$ cat src/rtl/iee_pkg.sv
`default_nettype none

package iee_pkg;

   // operator that joins the current term and the literal being read
   typedef enum logic [1:0] {
      OP_NONE = 2'd0,
      OP_MUL  = 2'd1,
      OP_DIV  = 2'd2
   } op_type;

   // what an input character asks for
   typedef enum logic [2:0] {
      CLS_OTHER = 3'd0,
      CLS_DIGIT = 3'd1,
      CLS_MUL   = 3'd2,
      CLS_DIV   = 3'd3,
      CLS_ADD   = 3'd4,
      CLS_SUB   = 3'd5,
      CLS_EQ    = 3'd6
   } cls_type;

   typedef enum logic [1:0] {
      ST_IDLE  = 2'd0,
      ST_RUN   = 2'd1,
      ST_FIN   = 2'd2,
      ST_APPLY = 2'd3
   } state_type;

   localparam logic [7:0] CH_ZERO  = 8'h30;
   localparam logic [7:0] CH_NINE  = 8'h39;
   localparam logic [7:0] CH_PLUS  = 8'h2b;
   localparam logic [7:0] CH_MINUS = 8'h2d;
   localparam logic [7:0] CH_STAR  = 8'h2a;
   localparam logic [7:0] CH_SLASH = 8'h2f;
   localparam logic [7:0] CH_EQUAL = 8'h3d;

   // controller to datapath
   typedef struct packed {
      logic   digit;
      logic   start_mul;
      logic   start_div;
      logic   step;
      logic   fold_number;
      logic   set_pend;
      logic   fold_term;
      logic   emit;
      op_type new_pend;
      logic   neg;
   } cmd_type;

   // datapath to controller
   typedef struct packed {
      op_type pend;
      logic   number_zero;
      logic   last_step;
   } status_type;

   // space and anything unknown fall into the ignore class
   function automatic cls_type char_class(input logic [7:0] ch);
      cls_type c;
      c = CLS_OTHER;
      if (ch >= CH_ZERO && ch <= CH_NINE) begin
         c = CLS_DIGIT;
      end else begin
         case (ch)
            CH_STAR:  c = CLS_MUL;
            CH_SLASH: c = CLS_DIV;
            CH_PLUS:  c = CLS_ADD;
            CH_MINUS: c = CLS_SUB;
            CH_EQUAL: c = CLS_EQ;
            default:  c = CLS_OTHER;
         endcase
      end
      return c;
   endfunction

endpackage

`default_nettype wire

$ cat src/rtl/iee_ctrl.sv
`default_nettype none

module iee_ctrl (
   input  wire                 clock,
   input  wire                 reset,
   input  wire                 req_tvalid,
   output logic                req_tready,
   input  wire  [7:0]          req_tdata,
   output logic                rsp_tvalid,
   input  wire                 rsp_tready,
   input  iee_pkg::status_type status,
   output iee_pkg::cmd_type    cmd
);

   iee_pkg::state_type state_ff, state_in;
   iee_pkg::cls_type   cls_ff, cls_in, cls_now;
   logic               rsp_valid_ff, rsp_valid_in;
   logic               slot_free;

   assign cls_now    = iee_pkg::char_class(req_tdata);
   assign slot_free  = !rsp_valid_ff || rsp_tready;
   assign rsp_tvalid = rsp_valid_ff;

   always_ff @(posedge clock) begin
      if (reset) begin
         state_ff     <= iee_pkg::ST_IDLE;
         cls_ff       <= iee_pkg::CLS_OTHER;
         rsp_valid_ff <= 1'b0;
      end else begin
         state_ff     <= state_in;
         cls_ff       <= cls_in;
         rsp_valid_ff <= rsp_valid_in;
      end
   end

   always_comb begin
      state_in   = state_ff;
      cls_in     = cls_ff;
      cmd        = '0;
      req_tready = 1'b0;
      case (state_ff)
         iee_pkg::ST_IDLE: begin
            req_tready = 1'b1;
            if (req_tvalid) begin
               cls_in = cls_now;
               if (cls_now == iee_pkg::CLS_DIGIT) begin
                  cmd.digit = 1'b1;
               end else if (cls_now inside {iee_pkg::CLS_MUL, iee_pkg::CLS_DIV,
                                            iee_pkg::CLS_ADD, iee_pkg::CLS_SUB,
                                            iee_pkg::CLS_EQ}) begin
                  // operator: first fold the literal into the term
                  if (status.pend == iee_pkg::OP_MUL) begin
                     cmd.start_mul = 1'b1;
                     state_in      = iee_pkg::ST_RUN;
                  end else if (status.pend == iee_pkg::OP_DIV && !status.number_zero) begin
                     cmd.start_div = 1'b1;
                     state_in      = iee_pkg::ST_RUN;
                  end else begin
                     state_in = iee_pkg::ST_FIN;
                  end
               end
            end
         end
         iee_pkg::ST_RUN: begin
            cmd.step = 1'b1;
            if (status.last_step) begin
               state_in = iee_pkg::ST_FIN;
            end
         end
         iee_pkg::ST_FIN: begin
            cmd.fold_number = 1'b1;
            state_in        = iee_pkg::ST_APPLY;
         end
         iee_pkg::ST_APPLY: begin
            state_in = iee_pkg::ST_IDLE;
            case (cls_ff)
               iee_pkg::CLS_MUL: begin
                  cmd.set_pend = 1'b1;
                  cmd.new_pend = iee_pkg::OP_MUL;
               end
               iee_pkg::CLS_DIV: begin
                  cmd.set_pend = 1'b1;
                  cmd.new_pend = iee_pkg::OP_DIV;
               end
               iee_pkg::CLS_ADD: begin
                  cmd.fold_term = 1'b1;
               end
               iee_pkg::CLS_SUB: begin
                  cmd.fold_term = 1'b1;
                  cmd.neg       = 1'b1;
               end
               iee_pkg::CLS_EQ: begin
                  // hold here until the output register can take the word
                  if (slot_free) begin
                     cmd.emit = 1'b1;
                  end else begin
                     state_in = iee_pkg::ST_APPLY;
                  end
               end
               default: ;
            endcase
         end
         default: state_in = iee_pkg::ST_IDLE;
      endcase
   end

   always_comb begin
      if (cmd.emit) begin
         rsp_valid_in = 1'b1;
      end else if (rsp_tready) begin
         rsp_valid_in = 1'b0;
      end else begin
         rsp_valid_in = rsp_valid_ff;
      end
   end

   a_emit_slot : assert property (@(posedge clock) disable iff (reset)
      cmd.emit |-> (!rsp_valid_ff || rsp_tready))
      else $error("result loaded over an untaken word");

   a_start_run : assert property (@(posedge clock) disable iff (reset)
      (cmd.start_mul || cmd.start_div) |=> state_ff == iee_pkg::ST_RUN)
      else $error("iterative unit started without entering run");

   a_run_fin : assert property (@(posedge clock) disable iff (reset)
      (state_ff == iee_pkg::ST_RUN && status.last_step) |=> state_ff == iee_pkg::ST_FIN)
      else $error("run did not end in fold");

   // a result held back by a stalled output is emitted while the controller stays in the apply state
   a_fold_before_apply : assert property (@(posedge clock) disable iff (reset)
      (cmd.fold_term || cmd.set_pend || cmd.emit) |->
         ($past(cmd.fold_number) || $past(state_ff) == iee_pkg::ST_APPLY))
      else $error("term updated without a literal fold");

endmodule

`default_nettype wire

$ cat src/rtl/iee_dpath.sv
`default_nettype none

module iee_dpath #(
   parameter int VALUE_WIDTH = 32
) (
   input  wire                 clock,
   input  wire                 reset,
   input  wire  [7:0]          req_tdata,
   input  iee_pkg::cmd_type    cmd,
   output iee_pkg::status_type status,
   output logic [31:0]         rsp_tdata,
   output logic [0:0]          rsp_tuser
);

   localparam int CNT_W = (VALUE_WIDTH > 1) ? $clog2(VALUE_WIDTH) : 1;

   logic [VALUE_WIDTH-1:0] sum_ff, sum_in;
   logic [VALUE_WIDTH-1:0] term_ff, term_in;
   logic [VALUE_WIDTH-1:0] number_ff, number_in;
   logic                   neg_ff, neg_in;
   iee_pkg::op_type        pend_ff, pend_in;
   logic                   err_ff, err_in;

   // shared shift/add unit: a is multiplicand or dividend/quotient,
   // b is multiplier or divisor magnitude, p is product or remainder
   logic [VALUE_WIDTH-1:0] a_ff, a_in;
   logic [VALUE_WIDTH-1:0] b_ff, b_in;
   logic [VALUE_WIDTH-1:0] p_ff, p_in;
   logic                   negq_ff, negq_in;
   logic [CNT_W-1:0]       cnt_ff, cnt_in;

   logic [31:0]            out_value_ff, out_value_in;
   logic                   out_err_ff, out_err_in;

   logic [VALUE_WIDTH-1:0] term_mag, number_mag, sum_next;
   logic [VALUE_WIDTH:0]   trial;
   logic                   term_sign, number_sign;

   assign term_sign   = term_ff[VALUE_WIDTH-1];
   assign number_sign = number_ff[VALUE_WIDTH-1];
   assign term_mag    = term_sign ? (~term_ff + 1'b1) : term_ff;
   assign number_mag  = number_sign ? (~number_ff + 1'b1) : number_ff;
   assign sum_next    = neg_ff ? (sum_ff - term_ff) : (sum_ff + term_ff);
   assign trial       = {p_ff, a_ff[VALUE_WIDTH-1]} - {1'b0, b_ff};

   assign status.pend        = pend_ff;
   assign status.number_zero = (number_ff == '0);
   assign status.last_step   = (cnt_ff == '0);

   assign rsp_tdata = out_value_ff;
   assign rsp_tuser = out_err_ff;

   always_ff @(posedge clock) begin
      if (reset) begin
         sum_ff    <= '0;
         term_ff   <= '0;
         number_ff <= '0;
         neg_ff    <= 1'b0;
         pend_ff   <= iee_pkg::OP_NONE;
         err_ff    <= 1'b0;
      end else begin
         sum_ff    <= sum_in;
         term_ff   <= term_in;
         number_ff <= number_in;
         neg_ff    <= neg_in;
         pend_ff   <= pend_in;
         err_ff    <= err_in;
      end
   end

   always_ff @(posedge clock) begin
      a_ff         <= a_in;
      b_ff         <= b_in;
      p_ff         <= p_in;
      negq_ff      <= negq_in;
      cnt_ff       <= cnt_in;
      out_value_ff <= out_value_in;
      out_err_ff   <= out_err_in;
   end

   always_comb begin
      sum_in       = sum_ff;
      term_in      = term_ff;
      number_in    = number_ff;
      neg_in       = neg_ff;
      pend_in      = pend_ff;
      err_in       = err_ff;
      a_in         = a_ff;
      b_in         = b_ff;
      p_in         = p_ff;
      negq_in      = negq_ff;
      cnt_in       = cnt_ff;
      out_value_in = out_value_ff;
      out_err_in   = out_err_ff;

      // times ten as two shifts and an add, digit value is the low nibble
      if (cmd.digit) begin
         number_in = (number_ff << 3) + (number_ff << 1)
                   + VALUE_WIDTH'(req_tdata[3:0]);
      end

      if (cmd.start_mul) begin
         a_in   = term_ff;
         b_in   = number_ff;
         p_in   = '0;
         cnt_in = CNT_W'(VALUE_WIDTH - 1);
      end

      if (cmd.start_div) begin
         a_in    = term_mag;
         b_in    = number_mag;
         p_in    = '0;
         negq_in = term_sign ^ number_sign;
         cnt_in  = CNT_W'(VALUE_WIDTH - 1);
      end

      if (cmd.step) begin
         cnt_in = cnt_ff - 1'b1;
         case (pend_ff)
            iee_pkg::OP_MUL: begin
               if (b_ff[0]) begin
                  p_in = p_ff + a_ff;
               end
               a_in = a_ff << 1;
               b_in = b_ff >> 1;
            end
            iee_pkg::OP_DIV: begin
               // restoring step, remainder stays below the divisor
               if (!trial[VALUE_WIDTH]) begin
                  p_in = trial[VALUE_WIDTH-1:0];
                  a_in = {a_ff[VALUE_WIDTH-2:0], 1'b1};
               end else begin
                  p_in = {p_ff[VALUE_WIDTH-2:0], a_ff[VALUE_WIDTH-1]};
                  a_in = {a_ff[VALUE_WIDTH-2:0], 1'b0};
               end
            end
            default: ;
         endcase
      end

      if (cmd.fold_number) begin
         case (pend_ff)
            iee_pkg::OP_MUL: term_in = p_ff;
            iee_pkg::OP_DIV: begin
               if (number_ff == '0) begin
                  err_in  = 1'b1;
                  term_in = '0;
               end else begin
                  term_in = negq_ff ? (~a_ff + 1'b1) : a_ff;
               end
            end
            default: term_in = number_ff;
         endcase
         number_in = '0;
      end

      if (cmd.set_pend) begin
         pend_in = cmd.new_pend;
      end

      if (cmd.fold_term) begin
         sum_in  = sum_next;
         term_in = '0;
         pend_in = iee_pkg::OP_NONE;
         neg_in  = cmd.neg;
      end

      // end of expression: load the result word and start afresh
      if (cmd.emit) begin
         out_value_in = err_ff ? 32'd0 : 32'($signed(sum_next));
         out_err_in   = err_ff;
         sum_in       = '0;
         term_in      = '0;
         number_in    = '0;
         neg_in       = 1'b0;
         pend_in      = iee_pkg::OP_NONE;
         err_in       = 1'b0;
      end
   end

endmodule

`default_nettype wire

$ cat src/rtl/infix_expression_evaluator_core.sv
`default_nettype none

// channel   direction  ports                      word
// req       in         req_tvalid/tready/tdata    tdata[7:0] ch
// rsp       out        rsp_tvalid/tready/tdata    tdata[31:0] value, tuser[0] div_by_zero
//
// a digit, space or ignored character is taken in the idle state, which it does not leave
// an operator after no pending '*' or '/', or after a '/' with a zero divisor,
// passes the fold and apply states; after a pending '*' or a '/' with a non-zero
// divisor it runs the shared shift-add / restoring-divide unit first; the unit
// retires one bit a cycle
// reset clears the accumulators, the pending operator and the output valid
// a stalled result word is held in the output register; input keeps flowing
// until the next '=' finds the register still full

module infix_expression_evaluator_core #(
   parameter int VALUE_WIDTH = 32
) (
   input  wire         clock,
   input  wire         reset,
   input  wire         req_tvalid,
   output logic        req_tready,
   input  wire  [7:0]  req_tdata,   // ch
   output logic        rsp_tvalid,
   input  wire         rsp_tready,
   output logic [31:0] rsp_tdata,   // value
   output logic [0:0]  rsp_tuser    // div_by_zero
);

   // command and status between controller and datapath
   iee_pkg::cmd_type    cmd;
   iee_pkg::status_type status;

   // controller: sequences literal folds, the iterative unit and result hand-off
   iee_ctrl u_ctrl (
      .clock      (clock),
      .reset      (reset),
      .req_tvalid (req_tvalid),
      .req_tready (req_tready),
      .req_tdata  (req_tdata),
      .rsp_tvalid (rsp_tvalid),
      .rsp_tready (rsp_tready),
      .status     (status),
      .cmd        (cmd)
   );

   // datapath: accumulators, multiply/divide unit and output register
   iee_dpath #(
      .VALUE_WIDTH (VALUE_WIDTH)
   ) u_dpath (
      .clock     (clock),
      .reset     (reset),
      .req_tdata (req_tdata),
      .cmd       (cmd),
      .status    (status),
      .rsp_tdata (rsp_tdata),
      .rsp_tuser (rsp_tuser)
   );

endmodule

`default_nettype wire
$ cat config.mk
export PLATFORM = sky130hd
export DESIGN_NAME = infix_expression_evaluator_core
export DESIGN_NICKNAME = d
export VERILOG_FILES = /design/src/rtl/iee_pkg.sv /design/src/rtl/iee_ctrl.sv /design/src/rtl/iee_dpath.sv /design/src/rtl/infix_expression_evaluator_core.sv
export SDC_FILE = /design/constraint.sdc
export NUM_CORES = 1
export LEC_CHECK = 0
export BUFFER_PORTS_ARGS = -buffer_cell sky130_fd_sc_hd__buf_2
export CORE_MARGIN = 5
export CORE_UTILIZATION = 32
export CTS_BUF_LIST = sky130_fd_sc_hd__clkbuf_16
export DETAILED_ROUTE_END_ITERATION = 6
export SETUP_SLACK_MARGIN = 0.3
export SLEW_MARGIN = 40
export SYNTH_ARGS = -nofsm -noshare
export SYNTH_HDL_FRONTEND = slang
export SYNTH_SLANG_ARGS = --single-unit
$ cat constraint.sdc
create_clock -name clock -period 8.9 [get_ports clock]
set_clock_uncertainty 0.2 [all_clocks]
set_input_delay 1.335 -clock clock [delete_from_list [all_inputs] [get_ports clock]]
set_output_delay 1.335 -clock clock [all_outputs]
set_load 0.05 [all_outputs]
Word level (Yosys, flattened, before mapping)
Index checks and enable logic that the tools add are counted.
{"block": "op_classes", "n_addsub": 10, "order_cmp": 2, "eq_ne": 25, "muxes": 55, "bitwise": 4, "n_reduce_logical": 19}
{"operator": "32-bit two-way mux", "count": 17}
{"operator": "32-bit one-hot mux with 2 select lines", "count": 3}
{"operator": "32-bit by 1-bit adder with 32-bit output, second input constant", "count": 3}
{"operator": "32-bit adder", "count": 3}
{"operator": "32-bit inverter", "count": 3}
{"operator": "8-bit by 6-bit == test with 1-bit output, second input constant", "count": 5}
{"operator": "33-bit by 32-bit subtractor with 33-bit output", "count": 1}
{"operator": "32-bit by 4-bit adder with 32-bit output", "count": 1}
{"operator": "32-bit logical NOT", "count": 1}
{"operator": "32-bit subtractor", "count": 1}
{"operator": "2-bit two-way mux", "count": 10}
{"operator": "3-bit == test, second input constant", "count": 6}
{"operator": "1-bit two-way mux", "count": 15}
{"operator": "5-bit two-way mux", "count": 3}
{"operator": "3-bit one-hot mux with 5 select lines", "count": 1}
{"operator": "3-bit by 2-bit == test with 1-bit output, second input constant", "count": 4}
{"operator": "3-bit two-way mux", "count": 3}
{"operator": "8-bit by 6-bit >= comparator with 1-bit output, second input constant", "count": 1}
{"operator": "8-bit by 6-bit <= comparator with 1-bit output, second input constant", "count": 1}
{"operator": "2-bit one-hot mux with 4 select lines", "count": 1}
{"operator": "2-bit == test, second input constant", "count": 3}
{"operator": "6-bit two-way mux", "count": 1}
{"operator": "2-bit inequality test, second input constant", "count": 3}
{"operator": "2-bit OR reduction", "count": 3}
{"operator": "other kinds (18)", "count": 22}
{"block": "totals", "register_bits": 241, "in_bits": 12, "output_inout_bits": 35, "wordCells": 131}

Depth between registers and ports, before layout
{"block": "logic_depth", "ltp_word": 14, "mapped_depth": 20}

Cells and area by module
A second synthesis with hierarchy kept.
{"block": "unflattened", "cells_unflattened": 2590, "hier_area_um2": 19847.8}
{"module": "iee_dpath", "n_inst": 1, "cells_per_inst": 2525, "area_each_um2": 19371.1, "seq_area_each_um2": 5094.9}
{"module": "iee_ctrl", "n_inst": 1, "cells_per_inst": 65, "area_each_um2": 476.7, "seq_area_each_um2": 120.1}

Least setup slack after synthesis
OpenSTA, ideal clock, no wires.
{"block": "synth_timing", "kind": "flip-flop to flip-flop", "startpoint": "register u_dpath.term_ff[7]", "endpoint": "register u_dpath.out_value_ff[31], in the netlist u_dpath.rsp_tdata[31] (data pin)", "setup_ns": 0.266, "arrival_ns": 4.524, "t_required_ns": 8.434, "setup_slack_ns": 3.910, "path_stages_with_launch": 19, "synth_period_minus_slack_ns": 4.990, "cell_sequence": "dfxtp_1 -> buf_2 -> or3_1 -> or4_4 -> or3_4 -> or4_1 -> nor2b_1 -> xnor2_1 -> ha_1 -> nor2_1 -> nor2_1 -> a221o_1 -> or3_1 -> nor3_1 -> nor3_1 -> or3_1 -> a21oi_1 -> xnor3_1 -> nor2_1"}
{"block": "synth_between", "elab_chain_len": 2}
{"item": "start, declared", "line": "iee_dpath.sv:18", "text": "logic [VALUE_WIDTH-1:0] term_ff, term_in;"}
{"item": "start signal, assigned", "line": "iee_dpath.sv:63", "text": "term_ff <= term_in;"}
{"item": "32-bit adder / 32-bit subtractor (equally long branches)", "line": "iee_dpath.sv:43", "text": "assign sum_next = neg_ff ? (sum_ff - term_ff) : (sum_ff + term_ff);"}
{"item": "32-bit two-way mux (*)", "line": "iee_dpath.sv:43"}
{"item": "end signal, assigned", "line": "iee_dpath.sv:77", "text": "out_value_ff <= out_value_in;"}
{"item": "end, declared", "line": "iee_dpath.sv:32", "text": "logic [31:0] out_value_ff, out_value_in;"}
Every way passes the cells marked *; elsewhere a longest branch is shown, timed or not.
A chain may end at the register's enable or synchronous reset.

Final worst setup path
{"block": "layout_timing", "startpoint": "register u_dpath.term_ff[0]", "endpoint": "register u_dpath.sum_ff[30]"}
{"block": "layout_between", "elab_chain_len": 2}
{"item": "32-bit adder / 32-bit subtractor (equally long branches)", "line": "iee_dpath.sv:43"}
{"item": "32-bit two-way mux (*)", "line": "iee_dpath.sv:43"}
{"item": "end signal, assigned", "line": "iee_dpath.sv:62", "text": "sum_ff <= sum_in;"}
{"item": "end, declared", "line": "iee_dpath.sv:17", "text": "logic [VALUE_WIDTH-1:0] sum_ff, sum_in;"}
Marks and branches as above.

==> results.cfg <==
[outcome]
status = finished, final reports clean

[logic_synthesis]
synth_top_area_share_pct = 20.7
synth_enable_flop_cells = 39
synthArstFlopShare_pct = 0
synth.distinct_cells = 92
synthTopCellsByCount = 334 x nand2_1, 278 x a21oi_1, 207 x nor2_1
avgSynthCellArea_um2 = 7.67
netlist_area_um2 = 19500
synth_seq_area_share_pct = 26.7
synth_seq_cells = 241
yosysMostFrequentCell = nand2_1
synth_area_leader_cell = dfxtp_1
ys.flop_type = dfxtp_1
syn_inst = 2548
synth.area.top_cells = dfxtp_1 21%, ha_1 10%, a21oi_1 7.1%
synth_fp_nets = 2724
synth_warnings = 0

[grt]
grt_use_met1_pct = 25.1
gr-usage-met3_pct = 2.32
busiest_layer = met2
grt_pass1_wl_um = 97100
gr-total-overflow = 0
grt_antenna_before_repair = 3
grtUsageTotal_pct = 17.7
grt_max_degree = 67
grt_use_met2_pct = 28.5
grt_pass1_vias = 16800

[sta]
tightest_slew_ps = 804
final_hold_viol_count = 0
final_max_slew_viol_count = 0
setup_viol = 0
rsz0062_at_grt = false
period_needed_ps = 5550
maxSlewHeadroom_pct = 46.3
timing.fmax_mhz = 180
fin_crit_sh_pct = 62.4
setup_tns_ps = 0

[detailed_routing]
drtIter0Drc = 1507
routed_wl_um = 61600
vias = 18600
first_pass_iters = 5
wire_per_inst_um = 18.6
route.detailed.drc = 0
via_per_inst = 5.60
antenna_left = 0

[placement]
hpwlAfterDp_um = 46200
io_buffer_count = 46
gp_congestion = 0.929

[power]
irDropWorstVdd_mv = 0.142
total_power_w = 0.00643
power_density_nw_per_um2 = 301
power.leakage_nw = 8.90

[cts]
path_clk_slew_ps = 70
clock_path_buffers = 3
clock-sinks = 241
cts_resized = 0
hold_buffers = 0
clockRootBuffer = clkbuf_16
htreeDepth = 1
clk_latency_ps = 580
cts_buffers = 30
cts_setup_buffers = 0
cts_tree = done

[critical_path]
critical_path.max_fanout = 10
r2r_slack_ps = 3350
r2r_cells = 20
critPathLaunchType = flip-flop
cp_data_arrival_time_ps = 5810
worstSetupPathType = flip-flop to flip-flop
crit_path_end_kind = flip-flop
cp.required_ps = 9160

[cells_and_area]
drive_gt1_share_pct = 7.18
syn_to_final_growth_pct = 9.24
post-route-util_pct = 35.3
layout.nets = 2687

[floorplanning]
die_w_um = 257
die_h_um = 257
dieArea_um2 = 66100
rows = 90
io_pins = 47
core-area_um2 = 60500
initial_core_util_pct = 32.3

[worst_hold_path]
whs_path_depth = 1
hp-class = flip-flop to flip-flop

[flow_run]
cap_violations = 0
## sequential cells by signal, indices dropped and copies added, names as in the netlist
register           count
u_ctrl.cls_ff          3
u_ctrl.rsp_tvalid      1
u_ctrl.state_ff        2
u_dpath.a_ff          32
u_dpath.b_ff          32
u_dpath.cnt_ff         5
u_dpath.err_ff         1
u_dpath.neg_ff         1
u_dpath.negq_ff        1
u_dpath.number_ff     32
u_dpath.p_ff          32
u_dpath.pend_ff        2
u_dpath.rsp_tdata     32
u_dpath.rsp_tuser      1
u_dpath.sum_ff        32
u_dpath.term_ff       32
## metal layers
metal	share of wire (%)	wire [µm]
met1	47	28700
met2	45	27700
met3	5.8	3600
met5	0.021	13
met4	2.5	1530
## critical path, cell delays in order, from the launching register on
cell,delay [ps]
dfxtp_1,370
inv_1,80
ha_1,210
nand2_1,120
or4_1,520
nor3_2,550
nand2_1,110
or2_2,320
nor2b_1,140
xnor2_1,140
ha_1,330
nand3_1,110
nor2_1,80
and2_1,180
o211a_1,150
nor4b_1,530
o21ai_0,250
o22ai_1,260
o21ai_0,230
nor4b_1,200
a311o_1,330
## final cells by class
class | instances | area (µm²)
Clock buffer | 31 | 776
Inverter | 65 | 244
Clock inverter | 25 | 250
Fill cell | 6281 | 39100
Tap cell | 782 | 978
Timing Repair Buffer | 72 | 429
Multi-Input combinational cell | 2101 | 13500
Sequential cell | 241 | 5220
Antenna cell | 2 | 5.00
## layout by cell type, fill, tap and decap left out, types with 9 or more instances in the layout
master	n
nand2_1	332
a21oi_1	278
nor2_1	203
dfxtp_1	201
o21ai_0	199
ha_1	157
xnor2_1	126
inv_1	70
a21o_1	67
nand3_1	63
a22oi_1	47
xor2_1	46
buf_2	46
edfxtp_1	39
nor2b_1	38
nor3_1	37
a31oi_1	34
o31ai_1	33
clkbuf_16	31
nand2b_1	28
or3_1	28
buf_4	25
and3_1	21
a211oi_1	21
nand4_1	20
o21a_1	19
a211o_1	18
o22ai_1	18
or2_2	17
a32o_1	17
or4_1	16
o211ai_1	16
o41ai_1	16
and2_1	16
mux2i_1	12
a221o_1	11
o21ai_1	11
a221oi_1	9
## path summary, 6_finish.rpt
kind | start | endpoint
max reg2reg | u_dpath.term_ff[0] | u_dpath.sum_ff[30]
min reg2reg | u_dpath.b_ff[12] | u_dpath.b_ff[11]
min | u_dpath.b_ff[12] | u_dpath.b_ff[11]
max | u_dpath.term_ff[0] | u_dpath.sum_ff[30]
## per-stage QoR
stage / instances / instance area [µm²] / setup slack [ps] / hold WS (ps)
after floorplan: 2548 / 19500 / 3910 / 225
after global placement: 3260 / 20300 / 3500 / 232
after detailed placement: 3261 / 20300 / 3410 / 239
after CTS: 3317 / 21300 / 3350 / 253
after global routing: 3317 / 21300 / 2900 / 257
final: 3319 / 21400 / 3350 / 260
## report_power, final
group,switching (W),total (W),internal [W]
Combinational,0.00200,0.00340,0.00140
Sequential,0.000354,0.00174,0.00139
Clock,0.000530,0.00128,0.000752
Total,0.00288,0.00643,0.00354
## cell families (layout without fill, tap and decap cells)
logic type / count (synthesis) / in the layout / synth area share (%)
AOI/OAI and AO/OA: 873 / 873 / 28.1
other: 0 / 2 / 0
xor gates and xnor gates: 174 / 174 / 7.87
DFF: 241 / 241 / 26.7
and+or+nand+nor: 878 / 878 / 21.3
adders and majority gates: 164 / 164 / 10.7
buffers and inverters: 206 / 193 / 4.76
muxes: 12 / 12 / 0.614
Note: power is estimated with default switching activity, not from simulation.
